--- src/rtl/core/blm_pkg.sv ---
// shared constants, widths and helpers for the loudness meter
package blm_pkg;

  localparam int unsigned BLOCKS_AVERAGED_DEF  = 10;
  localparam int unsigned MAX_BLOCK_LENGTH_DEF = 4096;

  localparam int unsigned SAMPLE_W    = 16;
  localparam int unsigned BLEN_W      = 13;
  localparam int unsigned LOUD_W      = 15;
  localparam int unsigned LEVEL_W     = 3;
  localparam int unsigned VALID_W     = 7;
  localparam int unsigned OUT_TDATA_W = 32;
  localparam int unsigned DIV_DW      = 8;

  localparam int unsigned FRAC_W = 16;
  localparam int unsigned MANT_W = 31;

  localparam logic [BLEN_W-1:0] BLEN_RESET = 13'd400;

  localparam logic signed [LOUD_W-1:0] SILENCE_CB = -15'sd7000;
  localparam logic signed [LOUD_W-1:0] CB_MIN     = -15'sd16384;
  localparam logic signed [LOUD_W-1:0] CB_MAX     = 15'sd16383;

  // 100 * log10(2) in 1e-3 units
  localparam logic signed [15:0] LOG_K = 16'sd30103;
  // dB offset in 1e-4 dB units plus the half for rounding, applied after the q16 shift
  localparam int DB_OFS_CB = -1019099;

  // floor division by 100 as a reciprocal multiply on a biased, non-negative numerator
  localparam int CB_SCALE      = 100;
  localparam int CB_BIAS_Q     = 16384;
  localparam int DB_OFS_BIASED = DB_OFS_CB + CB_SCALE * CB_BIAS_Q;
  localparam int unsigned RCP_MW   = 22;
  localparam int unsigned RCP_CW   = 23;
  localparam int unsigned CB_SHIFT = 29;
  // ceil(2^29 / 100), exact for numerators below 2^22
  localparam logic [RCP_CW-1:0] CB_RECIP = 23'd5368710;

  localparam logic signed [LOUD_W-1:0] LVL_T0 = -15'sd6000;
  localparam logic signed [LOUD_W-1:0] LVL_T1 = -15'sd5000;
  localparam logic signed [LOUD_W-1:0] LVL_T2 = -15'sd4000;
  localparam logic signed [LOUD_W-1:0] LVL_T3 = -15'sd3000;
  localparam logic signed [LOUD_W-1:0] LVL_T4 = -15'sd2000;
  localparam logic signed [LOUD_W-1:0] LVL_T5 = -15'sd1000;

  function automatic logic [LEVEL_W-1:0] level_code(input logic signed [LOUD_W-1:0] cb);
    logic [LEVEL_W-1:0] lv;
    if (cb < LVL_T0) lv = 3'd0;
    else if (cb < LVL_T1) lv = 3'd1;
    else if (cb < LVL_T2) lv = 3'd2;
    else if (cb < LVL_T3) lv = 3'd3;
    else if (cb < LVL_T4) lv = 3'd4;
    else if (cb < LVL_T5) lv = 3'd5;
    else lv = 3'd6;
    return lv;
  endfunction

endpackage

--- src/rtl/core/blm_log2.sv ---
// iterative log2 unit: leading-one shift search then repeated squaring, q16 result
module blm_log2 import blm_pkg::*; #(
  parameter int unsigned VW = 44,
  localparam int unsigned PW = $clog2(VW),
  localparam int unsigned LW = PW + FRAC_W
) (
  input  logic          clk_i,
  input  logic          rst_ni,
  input  logic          start_i,
  input  logic [VW-1:0] value_i,
  output logic          done_o,
  output logic [LW-1:0] result_o
);

  typedef enum logic [1:0] {L_IDLE, L_NORM, L_MUL, L_CMP} lstate_e;

  lstate_e                   st_q;
  logic [VW-1:0]             v_q;
  logic [PW-1:0]             p_q;
  logic [MANT_W-1:0]         mant_q;
  logic [2*MANT_W-1:0]       prod_q;
  logic [FRAC_W-1:0]         frac_q;
  logic [$clog2(FRAC_W)-1:0] it_q;
  logic                      done_q;

  logic [2*MANT_W-1:0] sq;
  logic [MANT_W:0]     t;

  assign sq = (2*MANT_W)'(mant_q) * (2*MANT_W)'(mant_q);
  assign t  = prod_q[MANT_W-1 +: MANT_W+1];

  always_ff @(posedge clk_i or negedge rst_ni) begin
    if (!rst_ni) begin
      st_q   <= L_IDLE;
      v_q    <= '0;
      p_q    <= '0;
      mant_q <= '0;
      prod_q <= '0;
      frac_q <= '0;
      it_q   <= '0;
      done_q <= 1'b0;
    end else begin
      done_q <= (st_q == L_CMP) && (it_q == '0);
      case (st_q)
        L_IDLE: begin
          if (start_i) begin
            v_q  <= value_i;
            p_q  <= PW'(VW-1);
            st_q <= L_NORM;
          end
        end
        L_NORM: begin
          // one bit of the leading-one search per cycle
          if (v_q[VW-1]) begin
            mant_q <= v_q[VW-1 -: MANT_W];
            frac_q <= '0;
            it_q   <= '1;
            st_q   <= L_MUL;
          end else begin
            v_q <= v_q << 1;
            p_q <= p_q - 1'b1;
          end
        end
        L_MUL: begin
          prod_q <= sq;
          st_q   <= L_CMP;
        end
        L_CMP: begin
          if (t[MANT_W]) begin
            mant_q       <= t[MANT_W:1];
            frac_q[it_q] <= 1'b1;
          end else begin
            mant_q <= t[MANT_W-1:0];
          end
          if (it_q == '0) begin
            st_q <= L_IDLE;
          end else begin
            it_q <= it_q - 1'b1;
            st_q <= L_MUL;
          end
        end
        default: st_q <= L_IDLE;
      endcase
    end
  end

  assign done_o   = done_q;
  assign result_o = {p_q, frac_q};

endmodule

--- config.mk ---
export PLATFORM = sky130hd
export DESIGN_NAME = blm_log2
export DESIGN_NICKNAME = d
export VERILOG_FILES = /design/src/rtl/core/blm_pkg.sv /design/src/rtl/core/blm_log2.sv
export SDC_FILE = /design/constraint.sdc
export NUM_CORES = 2
export LEC_CHECK = 0
export BUFFER_PORTS_ARGS = -buffer_cell sky130_fd_sc_hd__buf_2
export CORE_UTILIZATION = 45
export CTS_CLUSTER_DIAMETER = 150
export DETAILED_ROUTE_END_ITERATION = 6
export PLACE_DENSITY = 0.58
export SYNTH_ARGS = -nofsm -noshare
export SYNTH_HDL_FRONTEND = slang
export SYNTH_SLANG_ARGS = --single-unit
export TNS_END_PERCENT = 20
--- constraint.sdc ---
create_clock -name clk_i -period 10 [get_ports clk_i]
set_clock_uncertainty 0.15 [all_clocks]
set_input_delay 1 -clock clk_i [delete_from_list [all_inputs] [get_ports clk_i]]
set_output_delay 1 -clock clk_i [all_outputs]
set_load 0.005 [all_outputs]
==> impl_metrics.env <==
export IMPL_worstPathRequired_ps=10120
export IMPL_ys_types=72
export IMPL_status="finished clean"
export IMPL_cts_tree="yes"
export IMPL_critPathLaunchType="register"
export IMPL_hold_path_class="reg -> reg"
export IMPL_io_buffer_count=69
export IMPL_relSlewSlack_pct=15.87
export IMPL_post_drt_wl_per_cell_um=18.90
export IMPL_viasPerCell=5.041
export IMPL_synth_top_area_cell="fa_1"
export IMPL_avgSynthCellArea_um2=9.285
export IMPL_finalCriticalPeriod_ps=8805
export IMPL_antenna_found_initial=1
export IMPL_diodes=0
export IMPL_grt_pass1_vias=25310
export IMPL_clockBufferDepth=2
export IMPL_clk_latency_ps=430
export IMPL_synth_ff_type="dfrtp_1"
export IMPL_setup_tns_final_ps=0
export IMPL_start_util_pct=45.81
export IMPL_root_buffer="clkbuf_16"
export IMPL_criticalPathCategory="reg -> reg"
export IMPL_drv_cap=0
export IMPL_crit_arrival_ps=8920
export IMPL_vias=22690
export IMPL_ys_seq_area_share_pct=10.30
export IMPL_final_area_um2=34950
export IMPL_pin_count=70
export IMPL_drv_slew=0
export IMPL_final_core_util_pct=48.48
export IMPL_cts_sinks=136
export IMPL_netlist_top_cells_count="inv_1 (949), fa_1 (747), nand2_1 (465), ha_1 (276), and2_1 (205)"
export IMPL_gr_total_overflow=0
export IMPL_synth_area_um2=33030
export IMPL_h_tree_depth=4
export IMPL_placed_cell_area_um2=34360
export IMPL_postCtsSetupBuffers=0
export IMPL_grt_pass1_wl_um=138800
export IMPL_grt_usage_pct=24.26
export IMPL_die_w_um=272.9
export IMPL_postRouteAntennaNets=0
export IMPL_dp_cells=4469
export IMPL_cts_repair_resized=0
export IMPL_tightest_slew_ps=1262
export IMPL_dr_pass1_iters=6
export IMPL_finalSetupViolations=0
export IMPL_finalWirelength_um=85060
export IMPL_place_gp_congestion=0.9074
export IMPL_drc=0
export IMPL_core_um2=72100
export IMPL_hold_viol=0
export IMPL_rows=98
export IMPL_die_h_um=272.9
export IMPL_dieArea_um2=74480
export IMPL_fmax_ghz=0.1136
export IMPL_ys_warn_count=0
export IMPL_synth_enable_flop_cells=0
export IMPL_final_cells=4501
export IMPL_nNetsFinal=4608
export IMPL_cp_max_fo=15
export IMPL_syn2layout_area_growth_pct=5.838
export IMPL_dp_hpwl_um=69230
export IMPL_synth_top_area_share_pct=45.28
export IMPL_drt_iter0_drc=1171
export IMPL_ys_ff_latch=136
export IMPL_syn_num_nets=4627
export IMPL_grt_max_degree=75
export IMPL_numCtsBuffers=17
export IMPL_end_kind="register"
export IMPL_yosysMostFrequentCell="inv_1"
export IMPL_rsz0062_at_grt="false"
export IMPL_synth_cells=3557
export IMPL_drive_gt1_share_pct=5.210
export IMPL_synth_area_leaders="fa_1 (45%), inv_1 (11%), ha_1 (10%)"
export IMPL_clk_pin_slew_ps=60
export IMPL_holdBufCountCts=0
export IMPL_synthArstFlopShare_pct=100.0
export IMPL_fin_crit_sh_pct=88.05
-- routing by layer --
metal	vias to the layer above	global-route usage, %	wire, um
met5	-	0	0
li1	10510	-	-
met2	476	42.67	43310
met3	129	2.118	3134
met1	11580	31.84	36060
met4	0	7.037	2564
-- worst max-delay path, cell delays in order, from the launching register on --
cell      delay [ps]
dfrtp_1          880
buf_4            380
nand2_1          140
fa_1             590
inv_1             50
fa_1             520
inv_1             50
fa_1             490
fa_1             510
inv_1             50
fa_1             590
fa_1             440
fa_1             550
fa_1             430
ha_1             370
a21oi_1          210
o21ai_0          100
a221oi_1         630
o21ai_0          190
a31oi_1          400
a31oi_2          220
a31o_2           310
a21oi_2          140
xnor2_1          120
o21ai_1           70
-- metrics by stage --
stage	hold WS, ps	setup WS [ps]
global placement	312.1	1286
CTS	329.6	1252
floorplan	292.2	2501
global route	343.5	788.3
finish	327.7	1195
detailed placement	315.9	1234
-- logic make-up after synthesis --
group	Yosys count	synth area share (%)
muxes	5	0.1629
AOI/OAI and AO/OA	345	7.028
xor gates and xnor gates	61	1.618
buffers and inverters	1103	12.57
DFF	136	10.30
adders and majority gates	1023	55.74
and+or+nand+nor	884	12.58
-- cell type report --
| class | instances | area, um^2 |
|---|---|---|
| timing repair buffer | 115 | 709.4 |
| fill | 6898 | 37140 |
| inverter | 950 | 3566 |
| clock inverter | 15 | 167.7 |
| tap | 950 | 1189 |
| multi-input combinational | 2318 | 25490 |
| clock buffer | 17 | 425.4 |
| sequential | 136 | 3405 |
-- registers in the layout (all words and copies together), names as in the netlist --
signal,cells
it_q,4
p_q,6
st_q,2
mant_q,31
prod_q,32
v_q,44
done_o,1
frac_q,16
-- path summary, 6_finish.rpt --
kind / start / endpoint / slack [ps] / cells after the start
setup / recovery: mant_q[16]$_DFFE_PN0P_ / prod_q[61]$_DFFE_PN0P_ / 1190 / 24
hold / removal: v_q[8]$_DFFE_PN0P_ / v_q[8]$_DFFE_PN0P_ / 330 / 2
setup reg to reg: mant_q[16]$_DFFE_PN0P_ / prod_q[61]$_DFFE_PN0P_ / 1190 / 24
hold reg to reg: v_q[8]$_DFFE_PN0P_ / v_q[8]$_DFFE_PN0P_ / 330 / 2
max in group asynchronous: rst_ni / mant_q[0]$_DFFE_PN0P_ / 7910 / 2
min in group asynchronous: rst_ni / frac_q[10]$_DFFE_PN0P_ / 450 / 1
-- layout by cell type (no fill, tap or decap), drive strengths merged, types with 41 or more instances in the layout --
master	instances
a22oi	43
fa	747
a21oi	84
nor2b	44
ha	276
a31oi	41
o21ai	57
nor2	85
buf	115
and2	205
inv	954
dfrtp	136
nand2	465
Power is not shown: default switching activity piles up to over one toggle a cycle in this logic, so the estimate is an artifact.
