`src/rtl/core/blm_pkg.sv`:
```
// shared constants, widths and helpers for the loudness meter
package blm_pkg;

  localparam int unsigned BLOCKS_AVERAGED_DEF  = 10;
  localparam int unsigned MAX_BLOCK_LENGTH_DEF = 4096;

  localparam int unsigned SAMPLE_W    = 16;
  localparam int unsigned BLEN_W      = 13;
  localparam int unsigned LOUD_W      = 15;
  localparam int unsigned LEVEL_W     = 3;
  localparam int unsigned VALID_W     = 7;
  localparam int unsigned OUT_TDATA_W = 32;
  localparam int unsigned DIV_DW      = 8;

  localparam int unsigned FRAC_W = 16;
  localparam int unsigned MANT_W = 31;

  localparam logic [BLEN_W-1:0] BLEN_RESET = 13'd400;

  localparam logic signed [LOUD_W-1:0] SILENCE_CB = -15'sd7000;
  localparam logic signed [LOUD_W-1:0] CB_MIN     = -15'sd16384;
  localparam logic signed [LOUD_W-1:0] CB_MAX     = 15'sd16383;

  // 100 * log10(2) in 1e-3 units
  localparam logic signed [15:0] LOG_K = 16'sd30103;
  // dB offset in 1e-4 dB units plus the half for rounding, applied after the q16 shift
  localparam int DB_OFS_CB = -1019099;

  // floor division by 100 as a reciprocal multiply on a biased, non-negative numerator
  localparam int CB_SCALE      = 100;
  localparam int CB_BIAS_Q     = 16384;
  localparam int DB_OFS_BIASED = DB_OFS_CB + CB_SCALE * CB_BIAS_Q;
  localparam int unsigned RCP_MW   = 22;
  localparam int unsigned RCP_CW   = 23;
  localparam int unsigned CB_SHIFT = 29;
  // ceil(2^29 / 100), exact for numerators below 2^22
  localparam logic [RCP_CW-1:0] CB_RECIP = 23'd5368710;

  localparam logic signed [LOUD_W-1:0] LVL_T0 = -15'sd6000;
  localparam logic signed [LOUD_W-1:0] LVL_T1 = -15'sd5000;
  localparam logic signed [LOUD_W-1:0] LVL_T2 = -15'sd4000;
  localparam logic signed [LOUD_W-1:0] LVL_T3 = -15'sd3000;
  localparam logic signed [LOUD_W-1:0] LVL_T4 = -15'sd2000;
  localparam logic signed [LOUD_W-1:0] LVL_T5 = -15'sd1000;

  function automatic logic [LEVEL_W-1:0] level_code(input logic signed [LOUD_W-1:0] cb);
    logic [LEVEL_W-1:0] lv;
    if (cb < LVL_T0) lv = 3'd0;
    else if (cb < LVL_T1) lv = 3'd1;
    else if (cb < LVL_T2) lv = 3'd2;
    else if (cb < LVL_T3) lv = 3'd3;
    else if (cb < LVL_T4) lv = 3'd4;
    else if (cb < LVL_T5) lv = 3'd5;
    else lv = 3'd6;
    return lv;
  endfunction

endpackage

```
`src/rtl/core/blm_div.sv`:
```
// bit-serial signed floor divider by an unsigned denominator
module blm_div import blm_pkg::*; #(
  parameter int unsigned NW = 24
) (
  input  logic                 clk_i,
  input  logic                 rst_ni,
  input  logic                 start_i,
  input  logic signed [NW-1:0] num_i,
  input  logic [DIV_DW-1:0]    den_i,
  output logic                 done_o,
  output logic signed [NW-1:0] quot_o
);

  typedef enum logic [1:0] {D_IDLE, D_RUN, D_FIX} dstate_e;

  dstate_e                st_q;
  logic [NW-1:0]          a_q;
  logic [NW-1:0]          q_q;
  logic [DIV_DW:0]        r_q;
  logic [DIV_DW-1:0]      den_q;
  logic                   neg_q;
  logic [$clog2(NW)-1:0]  cnt_q;
  logic                   done_q;
  logic signed [NW-1:0]   quot_q;

  logic [DIV_DW:0] r_sh;
  logic            fits;

  assign r_sh = {r_q[DIV_DW-1:0], a_q[NW-1]};
  assign fits = r_sh >= {1'b0, den_q};

  always_ff @(posedge clk_i or negedge rst_ni) begin
    if (!rst_ni) begin
      st_q   <= D_IDLE;
      a_q    <= '0;
      q_q    <= '0;
      r_q    <= '0;
      den_q  <= '0;
      neg_q  <= 1'b0;
      cnt_q  <= '0;
      done_q <= 1'b0;
      quot_q <= '0;
    end else begin
      done_q <= (st_q == D_FIX);
      case (st_q)
        D_IDLE: begin
          if (start_i) begin
            neg_q <= num_i[NW-1];
            a_q   <= num_i[NW-1] ? NW'(-num_i) : NW'(num_i);
            r_q   <= '0;
            q_q   <= '0;
            den_q <= den_i;
            cnt_q <= $clog2(NW)'(NW-1);
            st_q  <= D_RUN;
          end
        end
        D_RUN: begin
          r_q <= fits ? (r_sh - {1'b0, den_q}) : r_sh;
          q_q <= {q_q[NW-2:0], fits};
          a_q <= a_q << 1;
          if (cnt_q == '0) st_q <= D_FIX;
          else cnt_q <= cnt_q - 1'b1;
        end
        D_FIX: begin
          // negative numerator rounds toward minus infinity
          if (neg_q) quot_q <= -$signed(q_q) - ((r_q != '0) ? NW'(1) : NW'(0));
          else quot_q <= $signed(q_q);
          st_q <= D_IDLE;
        end
        default: st_q <= D_IDLE;
      endcase
    end
  end

  assign done_o = done_q;
  assign quot_o = quot_q;

endmodule
```
`config.mk`:
```
export PLATFORM = sky130hd
export DESIGN_NAME = blm_div
export DESIGN_NICKNAME = d
export VERILOG_FILES = /design/src/rtl/core/blm_pkg.sv /design/src/rtl/core/blm_div.sv
export SDC_FILE = /design/constraint.sdc
export NUM_CORES = 1
export LEC_CHECK = 0
export BUFFER_PORTS_ARGS = -buffer_cell sky130_fd_sc_hd__buf_2
export CORE_AREA = 2 2 120 122
export CTS_BUF_LIST = sky130_fd_sc_hd__clkbuf_8 sky130_fd_sc_hd__clkbuf_16
export DETAILED_ROUTE_END_ITERATION = 6
export DIE_AREA = 0 0 122 124
export GPL_TIMING_DRIVEN = 0
export HOLD_SLACK_MARGIN = 0.05
export PLACE_DENSITY = 0.65
export SLEW_MARGIN = 20
export SYNTH_ARGS = -nofsm -noshare
export SYNTH_HDL_FRONTEND = slang
export SYNTH_SLANG_ARGS = --single-unit
```
`constraint.sdc`:
```
create_clock -name clk_i -period 3.3 [get_ports clk_i]
set_clock_uncertainty 0.15 [all_clocks]
set_input_delay 0.165 -clock clk_i [delete_from_list [all_inputs] [get_ports clk_i]]
set_output_delay 0.165 -clock clk_i [all_outputs]
set_load 0.1 [all_outputs]
```
==> impl_metrics.tcl <==
set metrics [dict create \
    crit_path_frequent_cell "ha_4" \
    timing.critical_path.slowest_stage_cell "dfrtp_1" \
    start_kind "flop" \
    critPathKind "reg -> reg" \
    ys_seq_area_frac 0.4002 \
    timing_worst_slew_pin_value_ns 0.7872 \
    synth_warnings 0 \
    cts.reportedPaths.clkPinSlew_ns 0.07 \
    syn-cell-area_um2 6128 \
    synthXorXnorAreaFrac 0.05860 \
    clk_latency_ns 0.35 \
    synth_top_cell_by_area "dfrtp_1" \
    ctsHtreeMaxLevel 3 \
    placementRows 43 \
    residual_antenna_violating_net_count_after_detailed_routing 0 \
    die-width_um 122 \
    post_dp_cell_area_um2 6683 \
    die_height_um 124 \
    yosysTopAreaCellShare 0.4002 \
    stdcell_count 980 \
    syn_area_per_cell_um2 8.973 \
    layout_commonest_cell "dfrtp_1" \
    postLayoutSetupSlackWorst_ns -0.05857 \
    globalRouteOverflowTotal 0 \
    end_kind "flop" \
    yosys.area_share.simple 0.1488 \
    asyncSetResetFlopFracSynth 1.000 \
    timing_hold_violations_final 0 \
    dp.cells 923 \
    yosys_register_bits 98 \
    worstPathBufferInverterCount 1 \
    run_status "finished, violations left" \
    final_min_period_over_clock_period 1.018 \
    violations_in_the_final_reports "negative setup slack" \
    root_buffer "clkbuf_16" \
    syn_inst 683 \
    detailedPlacementHpwl_um 10760 \
    diodes 0 \
    hold_path_class "in -> reg" \
    portBuffers 59 \
    grt_pass1_vias 5303 \
    numCtsBuffers 9 \
    finalNetCount 868 \
    io_pins 60 \
    clock.fmax_mhz 297.7 \
    synth_compound_area_frac 0.2262 \
    synthAdderAreaFrac 0.07881 \
    total_nets_after_synthesis 756 \
    die_area_um2 15130 \
    antenna_found_initial 0 \
    slew_viol_final 0 \
    ys_top_cells_by_area "dfrtp_1, ha_1, o21ai_0, nand2_1, xor2_1" \
    synth.distinct_cells 62 \
    drv.max_cap_violation_count 0 \
    final_cell_mix "dfrtp_1, nand2_1, o21ai_0, buf_2, inv_1" \
    setup-violations-final 3 \
    drc_errors 0 \
    ratio_of_cells_with_drive_above_1_in_the_final_layout 0.1488 \
    synth_ff_type "dfrtp_1" \
    initial_core_util 0.4467 \
    cts_tree "yes" \
    globalRouteTotalUtil 0.2097 \
    route.vias.total 5381 \
    flow.area_growth_from_synthesis_pct 21.95 \
    detail_routed_via_count_per_cell 5.491 \
    critical-path-max-stage-delay_ns 0.41 \
    routed_wl_um 14940 \
    initial_drt_pass_iterations 5 \
    post_drt_wl_per_cell_um 15.24 \
    post_synth_mux_area_share 0.03491 \
    synth_top_family_by_area "compound AO/OA/AOI/OAI gates" \
    critical_path.max_fanout 4 \
    path_delay_family "compound AO/OA/AOI/OAI gates" \
    cts_sinks 98 \
    slew_headroom 0.4752 \
    core_um2 13720 \
    grt_setup_unrepaired "true" \
    worstPathArrival_ns 3.49 \
    number_of_flops_mapped_to_enable_cells_by_yosys 0 \
    critPathRequiredTime_ns 3.43 \
    maximum_number_of_pins_on_one_net_before_global_route_repair 76 \
    cts_buffer_depth 2 \
    globalplace.congestion 0.8880 \
    period_needed_ns 3.359 \
    path_cells "nor4_2, nand2_1, nor4_4, ha_2, ha_4, inv_2, ha_4, or2_4, a21oi_2, o21a_2, o21ai_4, a21oi_4, o21ai_2, mux2_4, a21o_1, a31oi_1" \
    first_pass_grt_wire_length_um 25190 \
    drt_iter0_drc 374 \
    finished_layout_cell_area_um2 7473 \
]
==> state kept, by name, summed over array words and instances (netlist names) <==
register,cells
r_q,9
done_o,1
den_q,8
a_q,24
quot_o,24
st_q,2
cnt_q,5
neg_q,1
q_q,24
==> logic make-up after synthesis <==
group                      after synthesis
AOI/OAI and AO/OA                      219
xor gates and xnor gates                41
adders and majority gates               38
buffers and inverters                   76
DFF                                     98
muxes                                   21
and+or+nand+nor                        190
==> metrics by stage <==
| step | setup WS (ns) | hold slack (ns) | utilization | TNS, ns |
|---|---|---|---|---|
| 2_1_floorplan | 0.1075 | -0.2806 | - | 0 |
| 3_3_place_gp | -0.3009 | 0.2130 | 0.4846 | -0.7687 |
| 3_5_place_dp | -0.3547 | -0.1143 | 0.4871 | -0.9756 |
| 4_1_cts | -0.1096 | 0.05183 | 0.5412 | -0.2325 |
| 6_report | -0.05857 | 0.05186 | 0.5447 | -0.1506 |
| 5_1_grt | -0.2154 | 0.07764 | 0.5447 | -0.9250 |
==> Yosys cell counts (all sizes together) (4+ instances only) <==
master    n
a211o     5
a21boi    5
a21o     16
a21oi    26
a22oi    21
a31oi     5
buf       8
clkbuf   25
dfrtp    98
ha       37
inv      42
mux2i    18
nand2    73
nand2b   10
nand3    31
nand4     7
nor2     28
nor2b     7
nor3     12
nor4      4
o211ai    4
o21a      4
o21ai   104
o21bai    4
o31ai     7
or3       5
xnor2    14
xor2     27
==> layout make-up <==
| cell class | count | area, um2 |
|---|---|---|
| multi-input cells | 509 | 3442 |
| repair buffers | 101 | 711.9 |
| inverters | 43 | 161.4 |
| clock inverters | 6 | 81.33 |
| plain buffers | 33 | 160.2 |
| flip-flops and latches | 98 | 2452 |
| clock buffers | 10 | 239.0 |
| fillers | 1276 | 6246 |
| well taps | 180 | 225.2 |
==> final timing paths <==
path | from | end | slack, ns | depth (start not counted)
worst max-delay path | r_q[3] | quot_o[23] | -0.06 | 16
worst min register to register | quot_o[14] | quot_o[14] | 0.33 | 2
min in group asynchronous | rst_ni | quot_o[6] | 0.08 | 2
worst max register to register | r_q[3] | quot_o[23] | -0.06 | 16
worst min-delay path | num_i[19] | a_q[19] | 0.05 | 3
max in group asynchronous | rst_ni | a_q[10] | 2.27 | 3
==> worst reg2reg max path: stages, from the launching register on <==
cell and delay [ns]:
dfrtp_1 0.41, nor4_2 0.27, nand2_1 0.13, nor4_4 0.15
ha_2 0.25, ha_4 0.14, inv_2 0.04, ha_4 0.14
or2_4 0.25, a21oi_2 0.14, o21a_2 0.18, o21ai_4 0.07
a21oi_4 0.24, o21ai_2 0.10, mux2_4 0.31, a21o_1 0.16
a31oi_1 0.15
==> layer usage <==
metal	track usage	up-vias	share of wire
li1	-	2661	-
met1	0.2577	2579	0.44
met2	0.3659	115	0.50
met3	0.04350	26	0.037
met4	0.07399	0	0.023
met5	0	-	0
==> what timing repair did <==
action | 4_1_cts | 5_1_grt
pin swaps | 16 | 11
setup buffers | 7 | 4
gates resized for setup | 14 | 4
endpoints found under the setup margin | 5 | 13
hold buffers | 30 | 0
endpoints found under the hold margin | 127 | 0
Power is left out: the tool's default activity adds up to more than one toggle a clock period on the data nets, which glitch-free logic cannot reach.
